File: config.mk
export PLATFORM = sky130hd
export DESIGN_NAME = ts_pat_section_parser_unit_flat
export DESIGN_NICKNAME = d
export VERILOG_FILES = /design/src/rtl/tspat_pkg.sv /design/src/rtl/tspat_if.sv /design/src/rtl/ts_pat_section_parser_unit.sv /design/src/flat_wrapper.sv
export SDC_FILE = /design/constraint.sdc
export NUM_CORES = 1
export LEC_CHECK = 0
export BUFFER_PORTS_ARGS = -buffer_cell sky130_fd_sc_hd__buf_2
export CAP_MARGIN = 20
export CORE_MARGIN = 1
export CORE_UTILIZATION = 50
export CTS_CLUSTER_DIAMETER = 80
export DETAILED_ROUTE_END_ITERATION = 6
export PLACE_DENSITY = 0.71
export SLEW_MARGIN = 30
export SYNTH_ARGS = -nofsm -noshare
export SYNTH_HDL_FRONTEND = slang
export SYNTH_SLANG_ARGS = --single-unit
File: constraint.sdc
create_clock -name i_clk -period 9.48 [get_ports i_clk]
set_input_delay 1.896 -clock i_clk [delete_from_list [all_inputs] [get_ports i_clk]]
set_output_delay 1.896 -clock i_clk [all_outputs]
set_load 0.01 [all_outputs]
File: src/rtl/tspat_pkg.sv
// ============================================================================
// tspat_pkg - shared types and constants for the PAT section parser
// Result kinds, field widths, and the result beat layout.
// ============================================================================
package tspat_pkg;

    // Result kind codes
    localparam logic [1:0] KIND_HEADER = 2'd0;
    localparam logic [1:0] KIND_ENTRY  = 2'd1;
    localparam logic [1:0] KIND_CRC    = 2'd2;

    // Header byte field masks
    localparam logic [7:0] LEN_HI_MASK  = 8'h03;
    localparam logic [7:0] VERSION_MASK = 8'h3E;
    localparam logic [7:0] SYNTAX_MASK  = 8'h80;

    // Entry count: floor((sec_len - LEN_OVERHEAD) / 4), none below MIN_LEN
    localparam logic [9:0] LEN_OVERHEAD = 10'd9;
    localparam logic [9:0] MIN_LEN      = 10'd13;

    // Last byte index within a header / entry / CRC field
    localparam logic [2:0] HDR_LAST   = 3'd7;
    localparam logic [2:0] FIELD_LAST = 3'd3;

    typedef struct packed {
        logic [1:0]  kind;
        logic [7:0]  tbl_id;
        logic        syntax_indicator;
        logic [9:0]  sec_len;
        logic [15:0] id_value;
        logic [4:0]  ver_num;
        logic        current_next;
        logic [7:0]  sec_num;
        logic [7:0]  last_sec_num;
        logic [12:0] pid;
        logic [31:0] crc_word;
    } t_result;

    // Section length from the two header length bytes
    function automatic logic [9:0] hdr_len(input logic [63:0] hdr);
        hdr_len = {hdr[49:48], hdr[47:40]};
    endfunction

    // Common header fields; id, pid and crc cleared
    function automatic t_result hdr_result(input logic [63:0] hdr);
        t_result r;
        r                  = '0;
        r.tbl_id           = hdr[63:56];
        r.syntax_indicator = hdr[55];
        r.sec_len          = hdr_len(hdr);
        r.ver_num          = hdr[21:17];
        r.current_next     = hdr[16];
        r.sec_num          = hdr[15:8];
        r.last_sec_num     = hdr[7:0];
        hdr_result         = r;
    endfunction

endpackage

File: src/rtl/tspat_if.sv
// ============================================================================
// tspat_if - valid/ready channels of the PAT section parser
// Byte input channel and result output channel.
// ============================================================================
interface tspat_in_if;
    logic       valid;
    logic       ready;
    logic [7:0] data_byte;
    logic       section_start;

    modport source (output valid, output data_byte, output section_start, input ready);
    modport sink   (input valid, input data_byte, input section_start, output ready);
endinterface

interface tspat_out_if;
    logic        valid;
    logic        ready;
    logic [1:0]  kind;
    logic [7:0]  tbl_id;
    logic        syntax_indicator;
    logic [9:0]  sec_len;
    logic [15:0] id_value;
    logic [4:0]  ver_num;
    logic        current_next;
    logic [7:0]  sec_num;
    logic [7:0]  last_sec_num;
    logic [12:0] pid;
    logic [31:0] crc_word;

    modport source (
        output valid, input ready,
        output kind, output tbl_id, output syntax_indicator, output sec_len,
        output id_value, output ver_num, output current_next,
        output sec_num, output last_sec_num, output pid, output crc_word
    );
    modport sink (
        input valid, output ready,
        input kind, input tbl_id, input syntax_indicator, input sec_len,
        input id_value, input ver_num, input current_next,
        input sec_num, input last_sec_num, input pid, input crc_word
    );
endinterface

File: src/rtl/ts_pat_section_parser_unit.sv
// A result beat appears on the output in the cycle after the byte that completes it.
// Throughput: one byte beat per cycle while input ready is high; the result register drains while the next byte enters.
// Input ready drops only when a result is held and the output is stalled.
// Reset (i_rst_n low, synchronous): parser goes idle, result register empties.
// ============================================================================
// ts_pat_section_parser_unit - MPEG-2 TS Program Association Table parser
// Takes one section byte per beat, gives a header beat, one beat per program
// entry, and one beat with the CRC field (not checked).
// ============================================================================
module ts_pat_section_parser_unit (
    input  logic               i_clk,
    input  logic               i_rst_n,
    tspat_in_if.sink           i_in,
    tspat_out_if.source        o_out
);

    typedef enum logic [1:0] {
        PH_IDLE,
        PH_HEADER,
        PH_ENTRY,
        PH_CRC
    } t_phase;

    // Parser state
    t_phase      r_phase,   n_phase;
    logic [2:0]  r_cnt,     n_cnt;      // byte index within current field
    logic [7:0]  r_entries, n_entries;  // program entries still to come
    logic [31:0] r_asm,     n_asm;      // entry / CRC assembly
    logic [63:0] r_hdr,     n_hdr;      // eight header bytes

    // Result register
    logic                r_out_valid, n_out_valid;
    tspat_pkg::t_result  r_res,       n_res;

    logic        w_in_ready;
    logic        w_accept;
    logic [63:0] w_hdr_shift;
    logic [9:0]  w_len;
    logic [9:0]  w_len_m9;

    // Take a byte whenever the result register is free or being drained
    assign w_in_ready = !r_out_valid || o_out.ready;
    assign w_accept   = i_in.valid && w_in_ready;
    assign i_in.ready = w_in_ready;

    // Header as it stands after the current byte, and its length
    assign w_hdr_shift = {r_hdr[55:0], i_in.data_byte};
    assign w_len       = tspat_pkg::hdr_len(w_hdr_shift);
    assign w_len_m9    = w_len - tspat_pkg::LEN_OVERHEAD;

    always_comb begin
        n_phase     = r_phase;
        n_cnt       = r_cnt;
        n_entries   = r_entries;
        n_asm       = r_asm;
        n_hdr       = r_hdr;
        n_out_valid = r_out_valid && !o_out.ready;
        n_res       = r_res;

        if (w_accept) begin
            if (i_in.section_start) begin
                // pointer field opens a new section, abandons any current one
                n_phase   = PH_HEADER;
                n_cnt     = '0;
                n_entries = '0;
            end else begin
                unique case (r_phase)
                    PH_HEADER: begin
                        n_hdr = w_hdr_shift;
                        if (r_cnt != tspat_pkg::HDR_LAST) begin
                            n_cnt = r_cnt + 3'd1;
                        end else begin
                            n_res          = tspat_pkg::hdr_result(w_hdr_shift);
                            n_res.kind     = tspat_pkg::KIND_HEADER;
                            n_res.id_value = w_hdr_shift[39:24];
                            n_out_valid    = 1'b1;
                            n_entries      = (w_len >= tspat_pkg::MIN_LEN) ? w_len_m9[9:2]
                                                                           : 8'd0;
                            n_phase        = (n_entries != 8'd0) ? PH_ENTRY : PH_CRC;
                            n_cnt          = '0;
                        end
                    end
                    PH_ENTRY, PH_CRC: begin
                        n_asm = {r_asm[23:0], i_in.data_byte};
                        if (r_cnt != tspat_pkg::FIELD_LAST) begin
                            n_cnt = r_cnt + 3'd1;
                        end else begin
                            n_res       = tspat_pkg::hdr_result(r_hdr);
                            n_out_valid = 1'b1;
                            n_cnt       = '0;
                            if (r_phase == PH_ENTRY) begin
                                n_res.kind     = tspat_pkg::KIND_ENTRY;
                                n_res.id_value = n_asm[31:16];
                                n_res.pid      = n_asm[12:0];
                                n_entries      = r_entries - 8'd1;
                                if (n_entries == 8'd0) begin
                                    n_phase = PH_CRC;
                                end
                            end else begin
                                n_res.kind     = tspat_pkg::KIND_CRC;
                                n_res.crc_word = n_asm;
                                n_phase        = PH_IDLE;
                            end
                        end
                    end
                    PH_IDLE: begin
                        // stray bytes ignored until next section start
                    end
                    default: begin
                        n_phase = PH_IDLE;
                    end
                endcase
            end
        end
    end

    always_ff @(posedge i_clk) begin
        if (!i_rst_n) begin
            r_phase     <= PH_IDLE;
            r_cnt       <= '0;
            r_entries   <= '0;
            r_out_valid <= 1'b0;
        end else begin
            r_phase     <= n_phase;
            r_cnt       <= n_cnt;
            r_entries   <= n_entries;
            r_out_valid <= n_out_valid;
        end
        r_asm <= n_asm;
        r_hdr <= n_hdr;
        r_res <= n_res;
    end

    // Output beat
    assign o_out.valid            = r_out_valid;
    assign o_out.kind             = r_res.kind;
    assign o_out.tbl_id           = r_res.tbl_id;
    assign o_out.syntax_indicator = r_res.syntax_indicator;
    assign o_out.sec_len          = r_res.sec_len;
    assign o_out.id_value         = r_res.id_value;
    assign o_out.ver_num          = r_res.ver_num;
    assign o_out.current_next     = r_res.current_next;
    assign o_out.sec_num          = r_res.sec_num;
    assign o_out.last_sec_num     = r_res.last_sec_num;
    assign o_out.pid              = r_res.pid;
    assign o_out.crc_word         = r_res.crc_word;

    // ------------------------------------------------------------------------
    // Assertions
    // ------------------------------------------------------------------------
    a_start_restarts: assert property (@(posedge i_clk) disable iff (!i_rst_n)
        (w_accept && i_in.section_start) |=> (r_phase == PH_HEADER && r_cnt == 3'd0))
        else $error("section start did not restart header parse");

    a_entry_nonzero: assert property (@(posedge i_clk) disable iff (!i_rst_n)
        (r_phase == PH_ENTRY) |-> (r_entries != 8'd0))
        else $error("entry phase with no entries left");

    a_field_count: assert property (@(posedge i_clk) disable iff (!i_rst_n)
        (r_phase == PH_ENTRY || r_phase == PH_CRC) |-> (r_cnt <= tspat_pkg::FIELD_LAST))
        else $error("field byte count out of range");

    a_header_beat: assert property (@(posedge i_clk) disable iff (!i_rst_n)
        (w_accept && !i_in.section_start && r_phase == PH_HEADER &&
         r_cnt == tspat_pkg::HDR_LAST)
        |=> (r_out_valid && r_res.kind == tspat_pkg::KIND_HEADER))
        else $error("header beat missing after eighth header byte");

    a_no_drop: assert property (@(posedge i_clk) disable iff (!i_rst_n)
        (r_out_valid && !o_out.ready) |-> !w_accept)
        else $error("byte taken while result stalled");

endmodule
File: src/flat_wrapper.sv
// flat-port wrapper written by rule: the top's interface ports become plain ports
module ts_pat_section_parser_unit_flat 
  (i_clk, i_rst_n, i_in_valid, i_in_data_byte, i_in_section_start, i_in_ready, o_out_valid, o_out_ready, o_out_kind, o_out_tbl_id, o_out_syntax_indicator, o_out_sec_len, o_out_id_value, o_out_ver_num, o_out_current_next, o_out_sec_num, o_out_last_sec_num, o_out_pid, o_out_crc_word);
  tspat_in_if i_in_i ();
  tspat_out_if o_out_i ();
  input  logic i_clk;
  input  logic i_rst_n;
  input wire logic [$bits(i_in_i.valid)-1:0] i_in_valid;
  input wire logic [$bits(i_in_i.data_byte)-1:0] i_in_data_byte;
  input wire logic [$bits(i_in_i.section_start)-1:0] i_in_section_start;
  output wire logic [$bits(i_in_i.ready)-1:0] i_in_ready;
  output wire logic [$bits(o_out_i.valid)-1:0] o_out_valid;
  input wire logic [$bits(o_out_i.ready)-1:0] o_out_ready;
  output wire logic [$bits(o_out_i.kind)-1:0] o_out_kind;
  output wire logic [$bits(o_out_i.tbl_id)-1:0] o_out_tbl_id;
  output wire logic [$bits(o_out_i.syntax_indicator)-1:0] o_out_syntax_indicator;
  output wire logic [$bits(o_out_i.sec_len)-1:0] o_out_sec_len;
  output wire logic [$bits(o_out_i.id_value)-1:0] o_out_id_value;
  output wire logic [$bits(o_out_i.ver_num)-1:0] o_out_ver_num;
  output wire logic [$bits(o_out_i.current_next)-1:0] o_out_current_next;
  output wire logic [$bits(o_out_i.sec_num)-1:0] o_out_sec_num;
  output wire logic [$bits(o_out_i.last_sec_num)-1:0] o_out_last_sec_num;
  output wire logic [$bits(o_out_i.pid)-1:0] o_out_pid;
  output wire logic [$bits(o_out_i.crc_word)-1:0] o_out_crc_word;
  assign i_in_i.valid = i_in_valid;
  assign i_in_i.data_byte = i_in_data_byte;
  assign i_in_i.section_start = i_in_section_start;
  assign i_in_ready = i_in_i.ready;
  assign o_out_valid = o_out_i.valid;
  assign o_out_i.ready = o_out_ready;
  assign o_out_kind = o_out_i.kind;
  assign o_out_tbl_id = o_out_i.tbl_id;
  assign o_out_syntax_indicator = o_out_i.syntax_indicator;
  assign o_out_sec_len = o_out_i.sec_len;
  assign o_out_id_value = o_out_i.id_value;
  assign o_out_ver_num = o_out_i.ver_num;
  assign o_out_current_next = o_out_i.current_next;
  assign o_out_sec_num = o_out_i.sec_num;
  assign o_out_last_sec_num = o_out_i.last_sec_num;
  assign o_out_pid = o_out_i.pid;
  assign o_out_crc_word = o_out_i.crc_word;
  ts_pat_section_parser_unit u_core (.i_clk(i_clk), .i_rst_n(i_rst_n), .i_in(i_in_i), .o_out(o_out_i));
endmodule
-- Word level (Yosys, flattened, before mapping)
Cells that the tools add are included.
- register bits: 206
- input bits: 13
- output and inout port bits: 106
- word-level logic and storage cells: 78
- add/sub/neg operators: 3
- $lt $le $gt $ge: 1
- equal/unequal tests: 11
- mux-type cells: 29
- bitwise logic cells: 1
- reductions and logical operators: 16
- operator list (operator ; number):
    $mux W104 ; 2
    $pmux W104 S2 ; 1
    $mux W8 ; 5
    $mux W32 ; 1
    $mux W16 ; 1
    $pmux W8 S2 ; 1
    $reduce_and A5 Y1 ; 3
    $mux W13 ; 1
    $mux W2 ; 6
    $ge A10 B4 Y1 const B ; 1
    $sub A10 B4 Y10 const B ; 1
    $mux W3 ; 3
    $ne A3 B3 Y1 const B ; 3
    $logic_not A8 Y1 ; 1
    $reduce_bool A8 Y1 ; 1
    $sub A8 B1 Y8 const B ; 1
    $ne A3 B2 Y1 const B ; 2
    $pmux W3 S2 ; 1
    $reduce_and A3 Y1 ; 2
    $mux W1 ; 5
    $eq A2 B2 Y1 const B ; 2
    $ne A2 B2 Y1 const B ; 2
    $ne A4 B4 Y1 const B ; 1
    $pmux W2 S2 ; 1
    other kinds (11) ; 13

-- Logic depth before layout (Yosys ltp)
Gate-level depths: netlist of run 1.
- word-level depth: 7
- mapped depth: 8
- gate-level depth less buffers: 8

-- Worst setup path before layout of run 1
No wires, ideal clock.
- path type: input to register
- start: input o_out_ready
- end: register u_core.r_res (netlist bit u_core.o_out.crc_word[0]), enable pin
- library setup time: 458 ps
- arrival: 4431 ps
- data required time: 9022 ps
- setup slack: 4591 ps
- stages on the path: 5
- buffers on the path: 0
- cells stage by stage: nand2b_1 -> nand2_1 -> nor2_1 -> nand2_1 -> inv_1
- word-level cells in the longest chain between the ends: 3
- RTL lines (what ; RTL line ; text):
    start: declaration ; flat_wrapper.sv:13 ; input wire logic [$bits(o_out_i.ready)-1:0] o_out_ready;
    $logic_or A1 B1 Y1 ; ts_pat_section_parser_unit.sv:42 ; assign w_in_ready = !r_out_valid || o_out.ready;
    $logic_and A1 B1 Y1 ; ts_pat_section_parser_unit.sv:43 ; assign w_accept = i_in.valid && w_in_ready;
    $reduce_and A5 Y1 (no source line) ; - ;
    end signal: assignment ; ts_pat_section_parser_unit.sv:131 ; r_res <= n_res;
    end: declaration ; ts_pat_section_parser_unit.sv:33 ; tspat_pkg::t_result r_res, n_res;
Every way passes these cells.
A chain may end at the register's enable or synchronous reset.

-- Worst setup path in the final report of run 1
- start: input o_out_ready
- end: output i_in_ready
- word-level cells in the longest chain between the ends: 1
- RTL lines (what ; RTL line ; text):
    $logic_or A1 B1 Y1 ; ts_pat_section_parser_unit.sv:42 ;
    end: declaration ; flat_wrapper.sv:11 ; output wire logic [$bits(i_in_i.ready)-1:0] i_in_ready;
Every way passes these cells.

==> flow_summary_export.csv, run 1 <==
group,metric,value,unit
grt,grt_max_degree,92,
placement,dpl_cell_area,8720,um2
die,num_rows,45,
synth,ys_seq_elements,206,
clocking,cts_root_buffer,"clkbuf_16",
grt,grt_first_pass_wirelength,22800,um
worst_setup_path,crit_family,"buffers and inverters",
worst_setup_path,arrival,2360,ps
timing,fin_worst_skew,13.3,ps
timing,worst_pin_slew,888,ps
hold_path,hp-class,"reg -> reg",
timing,period_needed,4250,ps
clocking,clkLatencyLatePin,500,ps
route,vias,4453,
synth,synth_area_leaders,"edfxtp_1 73%, mux2_2 5.6%, dfxtp_1 3.6%, and3_1 2.8%, a22o_1 1.9%",
clocking,clk_path_buf_depth,3,
clocking,post_cts_buffers,0,
power,leakage,3.37,nW
finish,fin_area,9400,um2
placement,place_inst,789,
finish,area_growth,19.6,%
grt,grt_use_total,18.1,%
job,drv_cap,0,
worst_setup_path,path_max_fanout,5,
worst_setup_path,critical_path_class,"in -> out",
clocking,h-tree-depth,1,
placement,dpl.hpwl,9090,um
timing,setup_viol,0,
grt,antenna_found_initial,0,
clocking,postCtsHoldBufs,0,
synth,synthesis.area,7860,um2
worst_setup_path,cp_common_cell,"buf_2",
placement,gp_congestion,0.815,
worst_setup_path,crit_slowest_cell,"nand2b_1",
finish,drive_gt1_share,33.0,%
timing,slew_headroom,40.8,%
synth,syn_inst,475,
placement,portBuffers,118,
power,power,1.89,mW
worst_setup_path,crit_buf_inv,2,
grt,grt_overflow,0,
synth,synthArstFlopShare,0,%
power,power_frac_clock,42.7,%
die,core-area,15300,um2
die,fp.dieH,127,um
power,p_sw_share,20.2,%
route,antenna_left,0,
clocking,numCtsBuffers,22,
placement,pre_cts_slack,5230,ps
run_status,status,"finished, final reports clean",
power,p_per_area,201,nW/um2
timing,tns,0,ps
timing,fmax,235,MHz
grt,first_global_vias,4554,
worst_setup_path,cp_cell_sequence,"buf_2, nand2b_1, buf_2",
route,routedWlPerCell,17.8,um
timing,hold_slack,443,ps
synth,synth_edf_count,192,
finish,stdcell_count,827,
route,dr.first_iter.drc_count,334,
finish,nFillCells,1131,
worst_setup_path,cp-end-kind,"output pin",
die,start_util,51.5,%
die,die_area,16200,um2
worst_setup_path,critPathMaxStageDelay,200,ps
finish,layout.nets,621,
synth,synth_commonest_cells,"192 x edfxtp_1, 39 x mux2_2, 35 x and3_1, 21 x o21ai_0, 19 x nand2_1",
synth,synth_top_cell_by_area,"edfxtp_1",
synth,yosys.area.top_type_share,73.4,%
synth,synth_flop_cell,"edfxtp_1",
synth,yosysUniqueCellTypes,46,
worst_setup_path,cp-start-kind,"input pin",
route,via_per_inst,5.38,
synth,ys_seq_area_share,76.9,%
die,io_pins,119,
finish,n_antenna_cell,0,
timing,hold_violations,0,
timing,fin_ws,5230,ps
worst_setup_path,cp.required,7580,ps
clocking,cts_tree,"done",
route,wl,14700,um
route,drc,0,
synth,syn_nets,494,
route,drt_first_pass_iters,5,
die,die_width,127,um
synth,yosysMostFrequentCell,"edfxtp_1",
synth,ys_warn_count,0,
power,peakVddDrop,132,uV
power,p_int,1.51,mW
synth,avgSynthCellArea,16.5,um2
timing,maxSlewViolCount,0,
timing,finalCritPeriodShare,44.8,%
clocking,clock-sinks,206,
power,power_switching,383,uW
clocking,clk_pin_slew,60,ps
clocking,cts.repair.resized,0,
finish,fin_util,61.6,%
power,pwr-share-comb,4.0,%
power,p_seq_share,53.3,%
timing,rsz0062_at_grt,"no",
## layout by cell type, fill, tap and decap left out, types with 2 or more instances in the layout
cell / instances
clkinv_1: 7
a22o_1: 17
nand3_1: 6
a22oi_1: 2
nor2_2: 2
buf_4: 4
o21ai_0: 21
nor2_1: 15
clkbuf_1: 5
mux2_2: 39
nand2b_1: 3
buf_2: 118
a2111oi_2: 2
clkbuf_16: 22
and2_1: 15
xor2_1: 2
and3_1: 34
a31oi_1: 2
a32oi_1: 3
a32o_1: 2
nor2b_1: 2
a21oi_1: 9
bufinv_16: 2
nor3_1: 10
ha_1: 6
edfxtp_1: 192
nand2_1: 19
xnor2_1: 2
dfxtp_1: 13
inv_1: 9
or3_1: 4
## layer usage
metal / share of wire [%] / GRT usage (%) / vias to the layer above
met3: 8.5 / 5.90 / 39
met1: 42 / 23.4 / 2165
li1: - / - / 2084
met5: 0 / 0 / -
met4: 2.5 / 6.09 / 0
met2: 47 / 29.0 / 165
## worst paths after layout
path,start,end,slack [ps],cells after the start
setup / recovery,o_out_ready,i_in_ready,5230,3
hold / removal,u_core.r_asm[5],u_core.r_asm[13],440,0
setup reg to reg,u_core.r_phase[1],u_core.o_out.tbl_id[2],7010,7
hold reg to reg,u_core.r_asm[5],u_core.r_asm[13],440,0
## area by class of cell
type | count | area, um2 | share of cell area, %
well taps | 211 | 264 | 2.81
clock inverters | 11 | 111 | 1.18
multi-input cells | 237 | 1710 | 18.1
inverters | 11 | 43.8 | 0.466
clock buffers | 27 | 569 | 6.05
flip-flops and latches | 206 | 6050 | 64.3
repair buffers | 124 | 659 | 7.01
## flip-flops by register name, indices dropped and copies added, names as in the netlist, 2 cells and up
| name | count |
|---|---|
| u_core.r_hdr | 64 |
| u_core.o_out.crc_word | 32 |
| u_core.r_asm | 24 |
| u_core.o_out.id_value | 16 |
| u_core.o_out.pid | 13 |
| u_core.o_out.sec_len | 10 |
| u_core.o_out.last_sec_num | 8 |
| u_core.o_out.sec_num | 8 |
| u_core.o_out.tbl_id | 8 |
| u_core.r_entries | 8 |
| u_core.o_out.ver_num | 5 |
| u_core.r_cnt | 3 |
| u_core.o_out.kind | 2 |
| u_core.r_phase | 2 |
## cell families after synthesis
family	share of synthesized area (%)
buffers and inverters	1.53
xor gates and xnor gates	0.446
DFF	76.9
muxes	5.59
AOI/OAI and AO/OA	5.95
adders and majority gates	1.08
and+or+nand+nor	8.48
## power by group through the flow
stage	Clock [mW]	Combinational, mW	Sequential (mW)
3_3_place_gp	0	0.0666	1.03
3_5_place_dp	0	0.0760	1.03
6_report	0.808	0.0758	1.01
4_1_cts	0.824	0.0764	1.01
2_1_floorplan	0	0.0562	1.02
5_1_grt	0.856	0.0836	1.01
Note: power is estimated with default switching activity, not from simulation.
==> run 2, diff against run 1 <==
- ABC_AREA: default -> 1
- clock period: 9.48 -> 4.45 ns (I/O delays scaled with it)
==> run 2 against run 1 <==
Effect of this change: critical path depth up 4; synthesized cell count up 31%; sequential cell count unchanged; global-route usage up 1.1 points; clock skew down 4.3 ps; critical endpoint is now u_core.r_entries[4]; largest cell class unchanged.
==> flow_summary_export.csv, run 2 <==
group,metric,value,unit
synth,synth_flop_cell,"edfxtp_1",
worst_setup_path,critical_path_class,"reg -> reg",
synth,ys_warn_count,0,
finish,fin_util,61.4,%
finish,layout.nets,767,
worst_setup_path,setup.worst_path.start,"u_core.r_phase[1]",
synth,synth_area_leaders,"edfxtp_1 74%, nand2_1 7.4%, dfxtp_1 3.6%, nor2_1 3.1%, inv_1 2.8%",
worst_setup_path,arrival,3110,ps
clocking,clk_path_buf_depth,3,
clocking,cts_root_buffer,"clkbuf_16",
route,via_per_inst,5.03,
synth,synth_commonest_cells,"192 x edfxtp_1, 155 x nand2_1, 65 x nor2_1, 58 x inv_1, 43 x o21ai_0",
clocking,clock-sinks,206,
worst_setup_path,r2r_start,"u_core.r_phase[1]",
clocking,post_cts_buffers,0,
finish,layout_commonest_cell,"edfxtp_1",
worst_setup_path,cp.required,4860,ps
synth,ys_seq_area_share,77.2,%
power,p_per_area,425,nW/um2
placement,dpl.hpwl,9300,um
synth,yosysUniqueCellTypes,25,
die,core-area,15300,um2
timing,worst_pin_slew,848,ps
timing,fin_worst_skew,9.03,ps
finish,largest-register,"u_core.r_hdr",
die,io_pins,119,
worst_setup_path,rr_endpoint,"u_core.r_entries[4]",
timing,setup_viol,0,
clocking,cts.repair.resized,0,
timing,hold_slack,448,ps
grt,grt_overflow,0,
route,dr.first_iter.drc_count,385,
hold_path,hp-class,"reg -> reg",
placement,gp_congestion,0.802,
timing,maxSlewViolCount,0,
worst_setup_path,r2r_slack,1750,ps
grt,grt_first_pass_wirelength,24000,um
die,num_rows,45,
worst_setup_path,cp-end-kind,"flip-flop",
worst_setup_path,crit_slowest_cell,"dfxtp_2",
timing,finalCritPeriodShare,60.7,%
route,antenna_left,0,
timing,rsz0062_at_grt,"no",
finish,drive_gt1_share,22.4,%
grt,grt_use_total,19.2,%
power,leakage,3.68,nW
grt,antenna_found_initial,0,
worst_setup_path,critPathMaxStageDelay,800,ps
synth,syn_inst,620,
die,start_util,51.4,%
route,drt_first_pass_iters,4,
timing,slew_headroom,43.5,%
grt,grt_max_degree,90,
clocking,h-tree-depth,1,
synth,synth_edf_count,192,
route,routedWlPerCell,15.5,um
synth,yosysMostFrequentCell,"edfxtp_1",
synth,yosys.area.top_type_share,73.6,%
finish,area_growth,19.5,%
die,die_width,127,um
worst_setup_path,crit_end,"u_core.r_entries[4]",
run_status,status,"finished, final reports clean",
job,drv_cap,0,
worst_setup_path,cp-start-kind,"flip-flop",
clocking,clk_pin_slew,60,ps
synth,ys_seq_elements,206,
clocking,cts_tree,"done",
synth,avgSynthCellArea,12.6,um2
finish,n_antenna_cell,0,
die,die_area,16200,um2
finish,layout_common_cells,"192 x edfxtp_1, 155 x nand2_1, 118 x buf_2",
worst_setup_path,ff2ff_path_depth,7,
synth,synth_top_cell_by_area,"edfxtp_1",
timing,period_needed,2700,ps
synth,syn_nets,639,
timing,fmax,370,MHz
worst_setup_path,cp_common_cell,"nand2_2",
placement,portBuffers,118,
synth,synthArstFlopShare,0,%
grt,first_global_vias,4861,
clocking,clkLatencyLatePin,490,ps
clocking,postCtsHoldBufs,0,
power,peakVddDrop,264,uV
finish,largest_reg_flops,64,
route,vias,4898,
timing,hold_violations,0,
worst_setup_path,cp_cell_sequence,"buf_4, nand2_2, inv_2, o21ai_1, nand2_2, nand2_1, a21oi_1",
route,drc,0,
timing,tns,0,ps
route,wl,15100,um
worst_setup_path,path_max_fanout,39,
die,fp.dieH,127,um
synth,synthesis.area,7840,um2
clocking,numCtsBuffers,22,
==> run 2: per-stage QoR <==
| stage | instances | power, mW | setup slack [ps] | instance area [um2] |
|---|---|---|---|---|
| floorplan | 620 | 2.25 | 218 | 7840 |
| global placement | 935 | 2.29 | 1780 | 8680 |
| detailed placement | 935 | 2.29 | 1660 | 8680 |
| CTS | 974 | 4.01 | 1740 | 9370 |
| global route | 974 | 4.10 | 1490 | 9370 |
| finish | 974 | 3.98 | 1750 | 9370 |
==> run 2: worst min path at each step <==
stage	startpoint	endpoint	cells after the start
6_report	u_core.r_asm[14]	u_core.r_asm[22]	0
5_1_grt	u_core.r_hdr[52]	u_core.r_hdr[60]	0
4_1_cts	u_core.r_asm[14]	u_core.r_asm[22]	0
3_5_place_dp	u_core.r_asm[14]	u_core.r_asm[22]	0
3_3_place_gp	u_core.r_asm[13]	u_core.r_asm[21]	0
2_1_floorplan	u_core.r_asm[2]	u_core.r_asm[10]	0
==> run 2: layout make-up <==
class / instances / area (um2)
timing repair buffer: 123 / 641
sequential: 206 / 6050
multi-input combinational: 331 / 1490
fill: 1194 / 5890
inverter: 64 / 240
clock inverter: 9 / 105
tap: 211 / 264
clock buffer: 30 / 581
==> run 2: cells by family after synthesis <==
| logic type | after synthesis | synth area share (%) |
|---|---|---|
| AOI/OAI and AO/OA | 64 | 4.23 |
| xor gates and xnor gates | 1 | 0.112 |
| adders and majority gates | 6 | 0.958 |
| buffers and inverters | 83 | 4.02 |
| DFF | 206 | 77.2 |
| and+or+nand+nor | 260 | 13.5 |
==> run 2: critical path, delay by kind of cell (launching register included) <==
kind	cells	cell delay, ps
AOI/OAI and AO/OA	2	270
buffers and inverters	2	770
and+or+nand+nor	3	740
DFF	1	800
==> run 2: report_power, final <==
group	switching, mW	leakage [nW]	internal, mW
logic	0.0807	1.50	0.0295
clock network	0.694	0.337	1.03
registers	0.0166	1.84	2.13
total	0.792	3.68	3.19
==> run 2: routing by layer <==
layer / vias to the layer above / share of wire [%] / track usage (%)
li1: 2357 / - / -
met1: 2337 / 42 / 24.2
met2: 172 / 48 / 32.0
met3: 32 / 7.1 / 5.03
met4: 0 / 2.4 / 7.42
met5: - / 0 / 0
==> run 3, diff against run 2 <==
- ABC_AREA: 1 -> 0
- clock period: 4.45 -> 2.6 ns (I/O delays scaled with it)
==> run 3 against run 2 <==
Effect of this change: clock skew grew 2.5 ps; combinational power grew to 2.6 times the previous value; utilization grew 0.70 points; non-clock buffer count grew 6; maximum frequency grew 24%; sequential share of layout area shrank 0.70 points; critical path depth shrank 1; global-route usage shrank 0.23 points; total power grew 67%; final area grew 1.1%; die area grew 0.30%; critical path type unchanged; critical endpoint is now u_core.o_out.last_sec_num[2].
==> flow_summary_export.csv, run 3 (synthesized netlist as in run 1, its figures left out) <==
group,metric,value,unit
run_status,status,"finished, final reports clean",
finish,largest-register,"u_core.r_hdr",
grt,grt_max_degree,66,
die,start_util,51.5,%
clocking,post_cts_buffers,0,
route,wl,15200,um
finish,largest_reg_flops,64,
timing,slew_headroom,51.0,%
timing,rsz0062_at_grt,"no",
timing,hold_violations,0,
die,fp.dieH,127,um
die,die_width,127,um
timing,worst_pin_slew,735,ps
finish,drive_gt1_share,35.2,%
finish,layout.nets,625,
worst_setup_path,path_max_fanout,40,
finish,layout_common_cells,"192 x edfxtp_1, 118 x buf_2, 39 x mux2_2",
route,antenna_left,0,
worst_setup_path,r2r_start,"u_core.r_phase[1]",
finish,layout_commonest_cell,"edfxtp_1",
timing,finalCritPeriodShare,83.6,%
clocking,h-tree-depth,1,
grt,antenna_found_initial,0,
worst_setup_path,cp_cell_sequence,"clkinv_2, nand3_1, nand2_1, nand2_2, clkinvlp_4, buf_12",
timing,fmax,460,MHz
timing,fin_worst_skew,11.5,ps
timing,period_needed,2170,ps
placement,pre_cts_slack,430,ps
grt,first_global_vias,4489,
worst_setup_path,crit_family,"buffers and inverters",
clocking,cts_tree,"done",
route,dr.first_iter.drc_count,305,
route,routedWlPerCell,18.3,um
worst_setup_path,cp-start-kind,"flip-flop",
placement,dpl.hpwl,9740,um
worst_setup_path,critPathMaxStageDelay,570,ps
grt,grt_first_pass_wirelength,23900,um
finish,n_antenna_cell,0,
die,num_rows,45,
placement,gp_congestion,0.808,
grt,grt-busiest-layer,"met2",
hold_path,hp-start,"i_in_data_byte[7]",
worst_setup_path,crit_slowest_cell,"dfxtp_4",
placement,dpl_cell_area,8860,um2
hold_path,hp-class,"in -> reg",
worst_setup_path,crit_buf_inv,3,
placement,portBuffers,118,
grt,grt_use_total,19.0,%
die,die_area,16200,um2
die,core-area,15300,um2
route,vias,4497,
finish,area_growth,20.5,%
clocking,numCtsBuffers,21,
worst_setup_path,arrival,2400,ps
worst_setup_path,r2r_slack,430,ps
clocking,postCtsHoldBufs,0,
grt,grtUsageMet2,30.1,%
grt,grt_overflow,0,
hold_path,whs_endpoint,"u_core.r_asm[7]",
clocking,cts_root_buffer,"clkbuf_16",
clocking,cts.repair.resized,0,
route,via_per_inst,5.41,
timing,maxSlewViolCount,0,
power,p_per_area,702,nW/um2
timing,fin_ws,427,ps
worst_setup_path,cp-end-kind,"flip-flop",
grt,met1_usage,26.0,%
worst_setup_path,rr_endpoint,"u_core.o_out.last_sec_num[2]",
power,peakVddDrop,503,uV
job,drv_cap,0,
clocking,clk_path_buf_depth,3,
worst_setup_path,critical_path_class,"reg -> reg",
grt,use_met3,4.61,%
clocking,clock-sinks,206,
clocking,clkLatencyLatePin,490,ps
route,drc,0,
route,drt_first_pass_iters,5,
timing,setup_viol,0,
worst_setup_path,cp.required,2820,ps
hold_path,hold_path_depth,1,
clocking,clk_pin_slew,60,ps
die,io_pins,119,
power,leakage,3.37,nW
worst_setup_path,ff2ff_path_depth,6,
finish,fin_area,9470,um2
## run 3: changes by cell type in the layout (fill, tap and decap cells not counted), moves of 7 or more
cell,change
nand3_1,-18
o21ai_0,-22
a21oi_1,-7
and3_1,+34
inv_1,-49
nor3_1,+7
nor2_1,-50
nand2_1,-138
mux2_2,+39
and2_1,+15
a22o_1,+17
## run 3: worst register-to-register path: stages, from the launching register on
cell and delay (ps):
dfxtp_4 570, clkinv_2 280, nand3_1 140, nand2_1 80, nand2_2 90, clkinvlp_4 390, buf_12 350
## run 3: worst max path at each step
stage,startpoint,endpoint,depth (start not counted)
after floorplan,o_out_ready,u_core.o_out.crc_word[0],5
after global placement,u_core.r_phase[1],u_core.o_out.kind[0],6
after detailed placement,u_core.r_phase[1],u_core.o_out.pid[6],6
after CTS,u_core.r_phase[1],u_core.o_out.crc_word[10],6
after global routing,u_core.r_phase[1],u_core.o_out.pid[10],6
final,u_core.r_phase[1],u_core.o_out.last_sec_num[2],6
## run 3: per-layer routing
| metal | wire length [um] | share of wire, % | vias to the layer above |
|---|---|---|---|
| met5 | 0 | 0 | - |
| met4 | 320 | 2.1 | 0 |
| met3 | 977 | 6.4 | 26 |
| met2 | 7180 | 47 | 156 |
| met1 | 6720 | 44 | 2214 |
| li1 | - | - | 2101 |
## run 3: per-stage QoR
step / util (%) / setup TNS [ps] / std cells / hold WS, ps / total power, mW
final: 62.1 / 0 / 831 / 267 / 6.65
after CTS: 62.1 / 0 / 831 / 253 / 6.70
after floorplan: - / -19500 / 475 / 419 / 3.94
after global placement: 58.1 / 0 / 794 / 428 / 4.03
after global routing: 62.1 / 0 / 831 / 259 / 6.85
after detailed placement: 58.1 / 0 / 794 / 426 / 4.04
## run 3: cell type report
type	instances	area (um2)
Clock buffer	24	537
Fill cell	1130	5790
Multi-Input combinational cell	237	1780
Clock inverter	13	77.6
Sequential cell	206	6050
Timing Repair Buffer	129	723
Tap cell	211	264
Inverter	11	46.3
## run 3: power by group
group / switching (mW) / internal [mW] / total, mW
combinational: 0.164 / 0.118 / 0.282
clock: 1.19 / 1.49 / 2.68
sequential: 0.0417 / 3.64 / 3.69
